$ cat src/negp_pkg.sv
// Package with shared types and constants of the equal-group partition unit.
`timescale 1ns / 1ps
`default_nettype none
package negp_pkg;
  localparam int DEPTH = 32;
  localparam int AW = 5;
  localparam int LW = 5;
  localparam int CW = 5;
  localparam int MAX_N_DEF = 32;
  localparam logic [CW-1:0] GROUP_SIZE_RST = 5'd2;
  localparam logic [CW-1:0] NUM_GROUPS_RST = 5'd2;
  localparam logic [0:0] OP_WRITE = 1'b0;
  localparam logic [0:0] OP_ADVANCE = 1'b1;
  localparam logic [0:0] REG_GROUP_SIZE = 1'b0;
  localparam logic [0:0] REG_NUM_GROUPS = 1'b1;

  typedef struct packed {
    logic          re;
    logic [AW-1:0] raddr;
    logic          we;
    logic [AW-1:0] waddr;
    logic [LW-1:0] wdata;
  } mem_req_t;

  typedef struct packed {
    logic [CW-1:0] group_size;
    logic [CW-1:0] num_groups;
  } cfg_t;
endpackage
`default_nettype wire

$ cat src/negp_mem.sv
// Arrangement store with registered read, write forwarding and reset-to-identity valid bits.
`timescale 1ns / 1ps
`default_nettype none
module negp_mem (
  input  wire logic               clk,
  input  wire logic               rst_n,
  input  wire negp_pkg::mem_req_t req,
  output logic [negp_pkg::LW-1:0] rdata
);
  import negp_pkg::*;
  logic [LW-1:0]    mem [DEPTH];
  logic [DEPTH-1:0] valid_r;
  logic [LW-1:0]    rdata_r;

  always_ff @(posedge clk) begin
    if (req.we) begin
      mem[req.waddr] <= req.wdata;
    end
  end

  always_ff @(posedge clk) begin
    if (!rst_n) begin
      valid_r <= '0;
    end else if (req.we) begin
      valid_r[req.waddr] <= 1'b1;
    end
  end

  always_ff @(posedge clk) begin
    if (req.re) begin
      if (req.we && req.waddr == req.raddr) begin
        rdata_r <= req.wdata;
      end else if (valid_r[req.raddr]) begin
        rdata_r <= mem[req.raddr];
      end else begin
        rdata_r <= LW'(req.raddr);
      end
    end
  end

  assign rdata = rdata_r;
endmodule
`default_nettype wire

$ cat src/negp_ctrl.sv
// Sequencer that runs the partition step on the store and streams the arrangement.
`timescale 1ns / 1ps
`default_nettype none
module negp_ctrl #(
  parameter int MAX_N = negp_pkg::MAX_N_DEF
) (
  input  wire logic                clk,
  input  wire logic                rst_n,
  input  wire negp_pkg::cfg_t      cfg,
  input  wire logic                in_valid,
  output logic                     in_stall,
  input  wire logic                in_op,
  input  wire logic [negp_pkg::AW-1:0] in_position,
  input  wire logic [negp_pkg::LW-1:0] in_label,
  output logic                     out_valid,
  input  wire logic                out_stall,
  output logic [negp_pkg::AW-1:0]  out_position,
  output logic [negp_pkg::LW-1:0]  out_label,
  output logic                     out_has_next,
  output logic                     out_last,
  output negp_pkg::mem_req_t       mreq,
  input  wire logic [negp_pkg::LW-1:0] mrdata
);
  import negp_pkg::*;
  localparam int LIMIT = (MAX_N < DEPTH) ? MAX_N : DEPTH;

  localparam logic [4:0] S_IDLE = 5'd0,  S_APV = 5'd1,  S_AT = 5'd2,   S_ATC = 5'd3;
  localparam logic [4:0] S_AD = 5'd4,    S_SW0 = 5'd5,  S_SW1 = 5'd6,  S_SW2 = 5'd7;
  localparam logic [4:0] S_SW3 = 5'd8,   S_BTOP = 5'd9, S_BTIP = 5'd10, S_BPV = 5'd11;
  localparam logic [4:0] S_SI = 5'd12,   S_SV = 5'd13,  S_SJ = 5'd14,  S_SC = 5'd15;
  localparam logic [4:0] S_FCHK = 5'd16, S_FC = 5'd17,  S_RINIT = 5'd18, S_RA = 5'd19;
  localparam logic [4:0] S_RT = 5'd20,   S_RP = 5'd21,  S_RW = 5'd22,  S_ORD = 5'd23;
  localparam logic [4:0] S_OCAP = 5'd24;

  typedef logic signed [6:0] idx_t;

  logic [4:0]    state_r, state_nxt;
  idx_t          pivot_r, pivot_nxt, tail_r, tail_nxt, low_r, low_nxt;
  idx_t          succ_r, succ_nxt, span_r, span_nxt, si_r, si_nxt, j_r, j_nxt;
  idx_t          sa_r, sa_nxt, sb_r, sb_nxt, rend_r, rend_nxt, p_r, p_nxt;
  idx_t          n_r, n_nxt, g_r, g_nxt, rcnt_r, rcnt_nxt;
  logic [LW-1:0] pv_r, pv_nxt, tip_r, tip_nxt, t_r, t_nxt, v_r, v_nxt;
  logic [AW-1:0] i_r, i_nxt;
  logic          ok_r, ok_nxt, bad_r, bad_nxt, rot_r, rot_nxt;
  logic          ov_r, ov_nxt;
  logic [AW-1:0] opos_r, opos_nxt;
  logic [LW-1:0] olab_r, olab_nxt;
  logic          ohas_r, ohas_nxt, olast_r, olast_nxt;

  logic [9:0] prod;
  logic       cfg_bad;
  idx_t       gs, nn, rfirst, rmid, rend_c, rk, rlen;
  logic       accept, free, is_last;

  assign prod    = 10'(cfg.group_size) * 10'(cfg.num_groups);
  assign cfg_bad = (cfg.group_size == '0) || (cfg.num_groups < CW'(2)) || (prod > 10'(LIMIT));
  assign gs      = idx_t'(cfg.group_size);
  assign nn      = idx_t'(prod[6:0]);
  assign accept  = in_valid && !in_stall;
  assign free    = !ov_r || !out_stall;
  assign is_last = bad_r || (idx_t'({2'b0, i_r}) == n_r - idx_t'(1));
  assign rfirst  = pivot_r + idx_t'(1);
  assign rmid    = succ_r + idx_t'(1);
  assign rend_c  = (succ_r + span_r > n_r) ? n_r : succ_r + span_r;
  assign rk      = rmid - rfirst;
  assign rlen    = rend_c - rfirst;

  assign in_stall     = (state_r != S_IDLE);
  assign out_valid    = ov_r;
  assign out_position = opos_r;
  assign out_label    = olab_r;
  assign out_has_next = ohas_r;
  assign out_last     = olast_r;

  always_comb begin
    state_nxt = state_r;
    pivot_nxt = pivot_r; tail_nxt = tail_r; low_nxt = low_r; succ_nxt = succ_r;
    span_nxt = span_r; si_nxt = si_r; j_nxt = j_r; sa_nxt = sa_r; sb_nxt = sb_r;
    rend_nxt = rend_r; p_nxt = p_r; n_nxt = n_r; g_nxt = g_r; rcnt_nxt = rcnt_r;
    pv_nxt = pv_r; tip_nxt = tip_r; t_nxt = t_r; v_nxt = v_r; i_nxt = i_r;
    ok_nxt = ok_r; bad_nxt = bad_r; rot_nxt = rot_r;
    ov_nxt = ov_r && out_stall;
    opos_nxt = opos_r; olab_nxt = olab_r; ohas_nxt = ohas_r; olast_nxt = olast_r;
    mreq = '0;
    unique case (state_r)
      S_IDLE: begin
        if (accept) begin
          if (in_op == OP_WRITE) begin
            mreq.we = 1'b1; mreq.waddr = in_position; mreq.wdata = in_label;
          end else begin
            i_nxt = '0; ok_nxt = 1'b0; n_nxt = nn; g_nxt = gs;
            if (cfg_bad) begin
              bad_nxt = 1'b1; mreq.re = 1'b1; mreq.raddr = '0; state_nxt = S_OCAP;
            end else begin
              bad_nxt = 1'b0;
              if (cfg.group_size < CW'(2)) begin
                state_nxt = S_ORD;
              end else begin
                pivot_nxt = nn - gs - idx_t'(1);
                tail_nxt  = nn - idx_t'(1);
                low_nxt   = nn - gs - gs + idx_t'(1);
                mreq.re = 1'b1; mreq.raddr = AW'(nn - gs - idx_t'(1));
                state_nxt = S_APV;
              end
            end
          end
        end
      end
      S_APV: begin
        pv_nxt = mrdata; state_nxt = S_AT;
      end
      S_AT: begin
        if (tail_r > pivot_r) begin
          mreq.re = 1'b1; mreq.raddr = AW'(tail_r); state_nxt = S_ATC;
        end else begin
          state_nxt = S_AD;
        end
      end
      S_ATC: begin
        if (mrdata > pv_r) begin
          tail_nxt = tail_r - idx_t'(1); state_nxt = S_AT;
        end else begin
          state_nxt = S_AD;
        end
      end
      S_AD: begin
        if (tail_r + idx_t'(1) < n_r) begin
          sa_nxt = pivot_r; sb_nxt = tail_r + idx_t'(1); rot_nxt = 1'b0; state_nxt = S_SW0;
        end else begin
          state_nxt = S_BTOP;
        end
      end
      S_SW0: begin
        mreq.re = 1'b1; mreq.raddr = AW'(sa_r); state_nxt = S_SW1;
      end
      S_SW1: begin
        t_nxt = mrdata; mreq.re = 1'b1; mreq.raddr = AW'(sb_r); state_nxt = S_SW2;
      end
      S_SW2: begin
        mreq.we = 1'b1; mreq.waddr = AW'(sa_r); mreq.wdata = mrdata; state_nxt = S_SW3;
      end
      S_SW3: begin
        mreq.we = 1'b1; mreq.waddr = AW'(sb_r); mreq.wdata = t_r;
        if (rot_r) begin
          state_nxt = S_RINIT;
        end else begin
          ok_nxt = 1'b1; state_nxt = S_ORD;
        end
      end
      S_BTOP: begin
        if (pivot_r > idx_t'(0)) begin
          mreq.re = 1'b1; mreq.raddr = AW'(tail_r); state_nxt = S_BTIP;
        end else begin
          ok_nxt = 1'b0; state_nxt = S_ORD;
        end
      end
      S_BTIP: begin
        tip_nxt = mrdata; mreq.re = 1'b1; mreq.raddr = AW'(pivot_r); state_nxt = S_BPV;
      end
      S_BPV: begin
        pv_nxt = mrdata;
        if (pivot_r > low_r && tip_r < mrdata) begin
          pivot_nxt = pivot_r - idx_t'(1);
          mreq.re = 1'b1; mreq.raddr = AW'(pivot_r - idx_t'(1));
        end else if (tip_r > mrdata) begin
          succ_nxt = pivot_r + idx_t'(1);
          span_nxt = low_r + g_r - pivot_r - idx_t'(1);
          si_nxt   = pivot_r + idx_t'(2);
          state_nxt = S_SI;
        end else begin
          pivot_nxt = low_r - idx_t'(2);
          tail_nxt  = tail_r - g_r;
          low_nxt   = low_r - g_r;
          state_nxt = S_BTOP;
        end
      end
      S_SI: begin
        if (si_r < n_r) begin
          mreq.re = 1'b1; mreq.raddr = AW'(si_r); state_nxt = S_SV;
        end else begin
          state_nxt = S_FCHK;
        end
      end
      S_SV: begin
        v_nxt = mrdata; j_nxt = si_r - idx_t'(1); state_nxt = S_SJ;
      end
      S_SJ: begin
        if (j_r >= succ_r) begin
          mreq.re = 1'b1; mreq.raddr = AW'(j_r); state_nxt = S_SC;
        end else begin
          mreq.we = 1'b1; mreq.waddr = AW'(j_r + idx_t'(1)); mreq.wdata = v_r;
          si_nxt = si_r + idx_t'(1); state_nxt = S_SI;
        end
      end
      S_SC: begin
        mreq.we = 1'b1; mreq.waddr = AW'(j_r + idx_t'(1));
        if (mrdata > v_r) begin
          mreq.wdata = mrdata; j_nxt = j_r - idx_t'(1); state_nxt = S_SJ;
        end else begin
          mreq.wdata = v_r; si_nxt = si_r + idx_t'(1); state_nxt = S_SI;
        end
      end
      S_FCHK: begin
        if (succ_r < n_r - idx_t'(1)) begin
          mreq.re = 1'b1; mreq.raddr = AW'(succ_r); state_nxt = S_FC;
        end else begin
          sa_nxt = succ_r; sb_nxt = pivot_r; rot_nxt = 1'b1; state_nxt = S_SW0;
        end
      end
      S_FC: begin
        if (mrdata < pv_r) begin
          succ_nxt = succ_r + idx_t'(1); state_nxt = S_FCHK;
        end else begin
          sa_nxt = succ_r; sb_nxt = pivot_r; rot_nxt = 1'b1; state_nxt = S_SW0;
        end
      end
      S_RINIT: begin
        ok_nxt = 1'b1;
        if (rk <= idx_t'(0) || rk >= rlen) begin
          state_nxt = S_ORD;
        end else begin
          rcnt_nxt = rk; rend_nxt = rend_c; state_nxt = S_RA;
        end
      end
      S_RA: begin
        mreq.re = 1'b1; mreq.raddr = AW'(rfirst); state_nxt = S_RT;
      end
      S_RT: begin
        t_nxt = mrdata; p_nxt = rfirst; state_nxt = S_RP;
      end
      S_RP: begin
        if (p_r < rend_r - idx_t'(1)) begin
          mreq.re = 1'b1; mreq.raddr = AW'(p_r + idx_t'(1)); state_nxt = S_RW;
        end else begin
          mreq.we = 1'b1; mreq.waddr = AW'(rend_r - idx_t'(1)); mreq.wdata = t_r;
          rcnt_nxt = rcnt_r - idx_t'(1);
          state_nxt = (rcnt_r == idx_t'(1)) ? S_ORD : S_RA;
        end
      end
      S_RW: begin
        mreq.we = 1'b1; mreq.waddr = AW'(p_r); mreq.wdata = mrdata;
        p_nxt = p_r + idx_t'(1); state_nxt = S_RP;
      end
      S_ORD: begin
        mreq.re = 1'b1; mreq.raddr = i_r; state_nxt = S_OCAP;
      end
      S_OCAP: begin
        if (free) begin
          ov_nxt = 1'b1; opos_nxt = i_r; olab_nxt = mrdata;
          ohas_nxt = ok_r && !bad_r; olast_nxt = is_last;
          if (is_last) begin
            state_nxt = S_IDLE;
          end else begin
            i_nxt = i_r + AW'(1); state_nxt = S_ORD;
          end
        end
      end
      default: state_nxt = S_IDLE;
    endcase
  end

  always_ff @(posedge clk) begin
    if (!rst_n) begin
      state_r <= S_IDLE;
      ov_r    <= 1'b0;
    end else begin
      state_r <= state_nxt;
      ov_r    <= ov_nxt;
    end
  end

  always_ff @(posedge clk) begin
    pivot_r <= pivot_nxt; tail_r <= tail_nxt; low_r <= low_nxt; succ_r <= succ_nxt;
    span_r <= span_nxt; si_r <= si_nxt; j_r <= j_nxt; sa_r <= sa_nxt; sb_r <= sb_nxt;
    rend_r <= rend_nxt; p_r <= p_nxt; n_r <= n_nxt; g_r <= g_nxt; rcnt_r <= rcnt_nxt;
    pv_r <= pv_nxt; tip_r <= tip_nxt; t_r <= t_nxt; v_r <= v_nxt; i_r <= i_nxt;
    ok_r <= ok_nxt; bad_r <= bad_nxt; rot_r <= rot_nxt;
    opos_r <= opos_nxt; olab_r <= olab_nxt; ohas_r <= ohas_nxt; olast_r <= olast_nxt;
  end

  a_no_write_streaming: assert property (@(posedge clk) disable iff (!rst_n)
    (state_r == S_ORD || state_r == S_OCAP) |-> !mreq.we)
    else $error("store written while streaming");
  a_advance_busy: assert property (@(posedge clk) disable iff (!rst_n)
    (accept && in_op == OP_ADVANCE) |=> (state_r != S_IDLE))
    else $error("advance transaction did not start a sequence");
  a_bad_single: assert property (@(posedge clk) disable iff (!rst_n)
    (ov_r && !$past(ov_r && out_stall) && bad_r) |-> (olast_r && !ohas_r))
    else $error("bad configuration must give one closing transaction");
endmodule
`default_nettype wire

$ cat src/next_equal_group_partition_unit.sv
// Top level of the equal-group partition unit: configuration registers, sequencer and store.
//
//  channel | direction | handshake         | payload
//  in      | input     | in_valid/in_stall | in_op, in_position, in_label
//  out     | output    | out_valid/out_stall | out_position, out_label, out_has_next, out_last
//  cfg     | input     | APB write/read    | group_size at 0x0, num_groups at 0x4
//
// A write transaction goes to the store without leaving the idle state. An advance scans for
// the pivot, sorts the tail and rotates a range, all paced by the single read port of the
// store, then streams the arrangement from the store. Reset sets the store to identity labels
// at once through per-entry valid bits. A stalled output holds the sequencer while the last
// result may wait in the output register as a new transaction is taken.
`timescale 1ns / 1ps
`default_nettype none
module next_equal_group_partition_unit #(
  parameter int MAX_N = negp_pkg::MAX_N_DEF
) (
  input  wire logic                     clk,
  input  wire logic                     rst_n,
  input  wire logic                     in_valid,
  output logic                          in_stall,
  input  wire logic                     in_op,
  input  wire logic [negp_pkg::AW-1:0]  in_position,
  input  wire logic [negp_pkg::LW-1:0]  in_label,
  output logic                          out_valid,
  input  wire logic                     out_stall,
  output logic [negp_pkg::AW-1:0]       out_position,
  output logic [negp_pkg::LW-1:0]       out_label,
  output logic                          out_has_next,
  output logic                          out_last,
  input  wire logic                     cfg_psel,
  input  wire logic                     cfg_penable,
  input  wire logic                     cfg_pwrite,
  input  wire logic [2:0]               cfg_paddr,
  input  wire logic [31:0]              cfg_pwdata,
  output logic [31:0]                   cfg_prdata,
  output logic                          cfg_pready
);
  import negp_pkg::*;
  cfg_t          cfg_r;
  mem_req_t      mreq;
  logic [LW-1:0] mrdata;

  assign cfg_pready = 1'b1;
  assign cfg_prdata = (cfg_paddr[2] == REG_NUM_GROUPS) ? 32'(cfg_r.num_groups)
                                                       : 32'(cfg_r.group_size);

  always_ff @(posedge clk) begin
    if (!rst_n) begin
      cfg_r.group_size <= GROUP_SIZE_RST;
      cfg_r.num_groups <= NUM_GROUPS_RST;
    end else if (cfg_psel && cfg_penable && cfg_pwrite && cfg_pready) begin
      if (cfg_paddr[2] == REG_GROUP_SIZE) begin
        cfg_r.group_size <= cfg_pwdata[CW-1:0];
      end else begin
        cfg_r.num_groups <= cfg_pwdata[CW-1:0];
      end
    end
  end

  negp_ctrl #(.MAX_N(MAX_N)) u_ctrl (
    .clk, .rst_n, .cfg(cfg_r),
    .in_valid, .in_stall, .in_op, .in_position, .in_label,
    .out_valid, .out_stall, .out_position, .out_label, .out_has_next, .out_last,
    .mreq, .mrdata
  );

  negp_mem u_mem (.clk, .rst_n, .req(mreq), .rdata(mrdata));
endmodule
`default_nettype wire
$ cat config.mk
export PLATFORM = sky130hd
export DESIGN_NAME = next_equal_group_partition_unit
export DESIGN_NICKNAME = d
export VERILOG_FILES = /design/src/negp_pkg.sv /design/src/negp_mem.sv /design/src/negp_ctrl.sv /design/src/next_equal_group_partition_unit.sv
export SDC_FILE = /design/constraint.sdc
export NUM_CORES = 1
export LEC_CHECK = 0
export BUFFER_PORTS_ARGS = -buffer_cell sky130_fd_sc_hd__buf_4
export CORE_MARGIN = 2
export CORE_UTILIZATION = 55
export CTS_BUF_LIST = sky130_fd_sc_hd__clkbuf_8
export CTS_CLUSTER_SIZE = 8
export DETAILED_ROUTE_END_ITERATION = 6
export PLACE_DENSITY = 0.73
export SKIP_CTS_REPAIR_TIMING = 1
export SYNTH_ARGS = -nofsm -noshare
export SYNTH_HDL_FRONTEND = slang
export SYNTH_SLANG_ARGS = --single-unit
$ cat constraint.sdc
create_clock -name clk -period 14.16 [get_ports clk]
set_input_delay 2.124 -clock clk [delete_from_list [all_inputs] [get_ports clk]]
set_output_delay 2.124 -clock clk [all_outputs]
set_load 0.03 [all_outputs]
==> flow_summary.yaml <==
outcome:
  status: "finished clean"
critical_path:
  cp.arrival_ps: 7720
  path_buf_inv: 3
  cp.required_ps: 14470
  path_delay_family: "adder cells"
  worstSetupPathType: "reg2reg"
  critPathLaunchType: "flip-flop"
  reg2reg_to: "u_ctrl.rcnt_r[4]"
  reg2reg_depth: 23
  crit_path_top_delay_cell: "o21ai_0"
  worstPathMaxFanout: 9
  r2r-start: "u_ctrl.succ_r[1]"
  worstSetupStartpoint: "u_ctrl.succ_r[1]"
  end_kind: "flip-flop"
  max_stage_delay_ps: 850
  path_cells: "inv_1 > fa_1 > inv_1 > a21oi_1 > o21bai_1 > xor2_1 > ha_1 > nand4_1 > o32ai_1 > mux2i_1 > mux2i_1 > ha_1 > inv_1 > fa_1 > and3_1 > a211oi_1 > maj3_1 > maj3_1 > xor3_1 > ha_1 > o21ai_0 > o311ai_0 > o21ai_0"
  r2r_slack_ps: 6750
synth:
  synthCells: 2064
  yosys.cell_types.count: 101
  avgSynthCellArea_um2: 10.5
  synth_warnings: 0
  ys_seq_area_share_pct: 45.6
  ys_seq_elements: 345
  synth_flop_cell: "edfxtp_1"
  synth_common_cells: "297 x edfxtp_1, 216 x nand2_1, 159 x ha_1"
  syn_area_um2: 21600
  synth_top_cell_by_area: "edfxtp_1"
  async_reset_ff_share_pct: 0
  synth-edff-count: 297
  synth_top_area_share_pct: 41.2
  yosys-top-cells-area: "edfxtp_1 41%, ha_1 9.2%, dfxtp_1 4.4%, mux2i_1 3.9%, nand2_1 3.7%"
  synthMostInstantiatedCell: "edfxtp_1"
finish:
  drive_gt1_share_pct: 8.30
  fillCellCount: 3200
  seq_area_um2: 9880
  stdcell_area_um2: 23500
  final-instance-count-excl-fill: 2687
  final_nets: 2350
  area_growth_pct: 8.35
  multiInputGateArea_um2: 10700
floorplan:
  start_util_pct: 55.9
  io_pins: 100
  die_height_um: 202
  num_rows: 72
  core_region_area_um2: 38700
  die_w_um: 202
  die-area_um2: 41000
clock_tree:
  cts_htree_levels: 2
  cts_tree: "built"
  clockBufferDepth: 3
  cts_made_buffers: 60
  path_clk_slew_ps: 60
  clk_latency_ps: 690
  clkSinkCount: 345
  clockRootBuffer: "clkbuf_8"
timing:
  fin_crit_sh_pct: 52.3
  period_needed_ps: 7410
  maxSlewHeadroom_pct: 14.2
  hold_viol_final: 0
  worst_slew_pin_slew_ps: 1270
  slew_viol_final: 0
  fmax_mhz: 135
  rsz0062_at_grt: "false"
  setup_viol: 0
  setup_tns_ps: 0
  clock_skew_ps: 51.7
power:
  total_power_mw: 3.18
  power_density_nw_per_um2: 136
  vdd_drop_max_v: 0.0000739
  power_frac_comb_pct: 32.2
  intPower_mw: 2.05
  pwr-share-clk_pct: 27.4
  p_sw_share_pct: 35.5
  total_leakage_power_nw: 9.29
  power_switching_mw: 1.13
  p_seq_share_pct: 40.4
placed_design:
  post-place-cells: 2572
  portBuffers: 42
  place_area_um2: 22300
  place.gp.congestion: 0.985
  hpwl_um: 42000
global_route:
  grt_pass1_wl_um: 89300
  gr-total-overflow: 0
  antenna_found_initial: 1
  grt_usage_pct: 28.3
  grt_pass1_vias: 15800
  grt_max_degree: 53
drt:
  viasPerCell: 6.10
  drc: 0
  drtIter0Drc: 1614
  num_vias: 16400
  drtAntennaViolNets: 0
  wl_um: 57900
  first_pass_iters: 5
  avgRoutedWirePerCell_um: 21.6
min_path:
  hp-start: "u_mem.valid_r[10]"
  min_path_cells: 1
  worstHoldEndpoint: "u_mem.valid_r[10]"
  worst_hold_path_type: "reg2reg"
flow_run:
  maxCapViolations: 0
[sequential cells by signal, summed over array words and instances, names as in the netlist, 7 cells and up]
register        count
u_ctrl.rcnt_r       7
u_ctrl.j_r          7
u_mem.valid_r      32
u_ctrl.succ_r       7
u_ctrl.si_r         7
u_ctrl.rend_r       7
u_ctrl.n_r          7
u_ctrl.p_r          7
u_mem.mem         160
u_ctrl.span_r       7
u_ctrl.tail_r       7
u_ctrl.low_r        7
cfg_r              10
u_ctrl.pivot_r      7
[layout make-up]
cell class              instances  area share, %
flip-flops and latches        345           42.1
repair buffers                 65           2.08
clock buffers                  67           3.93
multi-input cells            1499           45.8
clock inverters                47           1.00
inverters                     145           2.32
well taps                     518           2.76
diodes                          1         0.0107
[cell usage in the layout (no fill, tap or decap), types with 9 or more instances in the layout]
master / n
nor4_1: 9
o21a_1: 38
ha_1: 159
and3b_1: 9
nand2b_1: 29
nor2_1: 139
dfxtp_1: 48
nand3_1: 87
a21oi_1: 84
a21o_1: 18
mux2i_1: 85
nand4_1: 22
o211ai_1: 16
o2111ai_1: 9
nor2b_1: 33
xnor2_1: 90
conb_1: 29
nor3b_1: 9
a22o_1: 14
clkbuf_8: 67
nand2_1: 216
inv_1: 177
a221oi_1: 9
edfxtp_1: 297
fa_1: 22
and2_1: 22
and3_1: 11
buf_4: 65
nor3_1: 32
a31oi_1: 14
a211oi_1: 19
xor2_1: 35
o21ai_0: 77
[kinds of logic (layout without fill, tap and decap cells)]
logic type      after synthesis  count (layout)  synth area share, %
buf+inv                     247             324                 5.32
fa+ha+maj                   183             183                 11.3
xor+xnor                    127             127                 5.24
compound gates              391             391                 12.5
flops                       345             345                 45.6
other cells                   2              30               0.0347
simple gates                675             675                 15.5
mux                          94              94                 4.40
[worst max path at each step]
stage | slack, ps | to | cells after the start
2_1_floorplan | 7790 | u_ctrl.rcnt_r[0] | 26
3_3_place_gp | 6920 | u_ctrl.rcnt_r[0] | 25
3_5_place_dp | 6830 | u_ctrl.rcnt_r[4] | 23
4_1_cts | 6800 | u_ctrl.rcnt_r[4] | 23
5_1_grt | 6240 | u_ctrl.rcnt_r[5] | 25
6_report | 6750 | u_ctrl.rcnt_r[4] | 23
[power groups by stage]
| stage | logic [mW] | registers, mW | clock network (mW) |
|---|---|---|---|
| floorplan | 0.765 | 1.27 | 0 |
| global placement | 0.975 | 1.30 | 0 |
| detailed placement | 1.00 | 1.30 | 0 |
| CTS | 1.01 | 1.28 | 0.882 |
| global route | 1.13 | 1.29 | 0.929 |
| finish | 1.02 | 1.28 | 0.871 |
[per-layer routing]
metal	wire [um]	GRT usage, %	vias up
met5	0	0	-
met4	1700	9.65	0
met3	5980	6.87	118
met2	25800	43.7	795
met1	24400	39.1	7886
li1	-	-	7585
[through the flow]
step	util, %	hold slack [ps]	setup WS, ps
after floorplan	-	434	7790
after global placement	57.5	439	6920
after detailed placement	57.5	452	6830
after CTS	60.5	466	6800
after global routing	60.5	477	6240
final	60.5	463	6750
(Power assumes the default switching activity.)
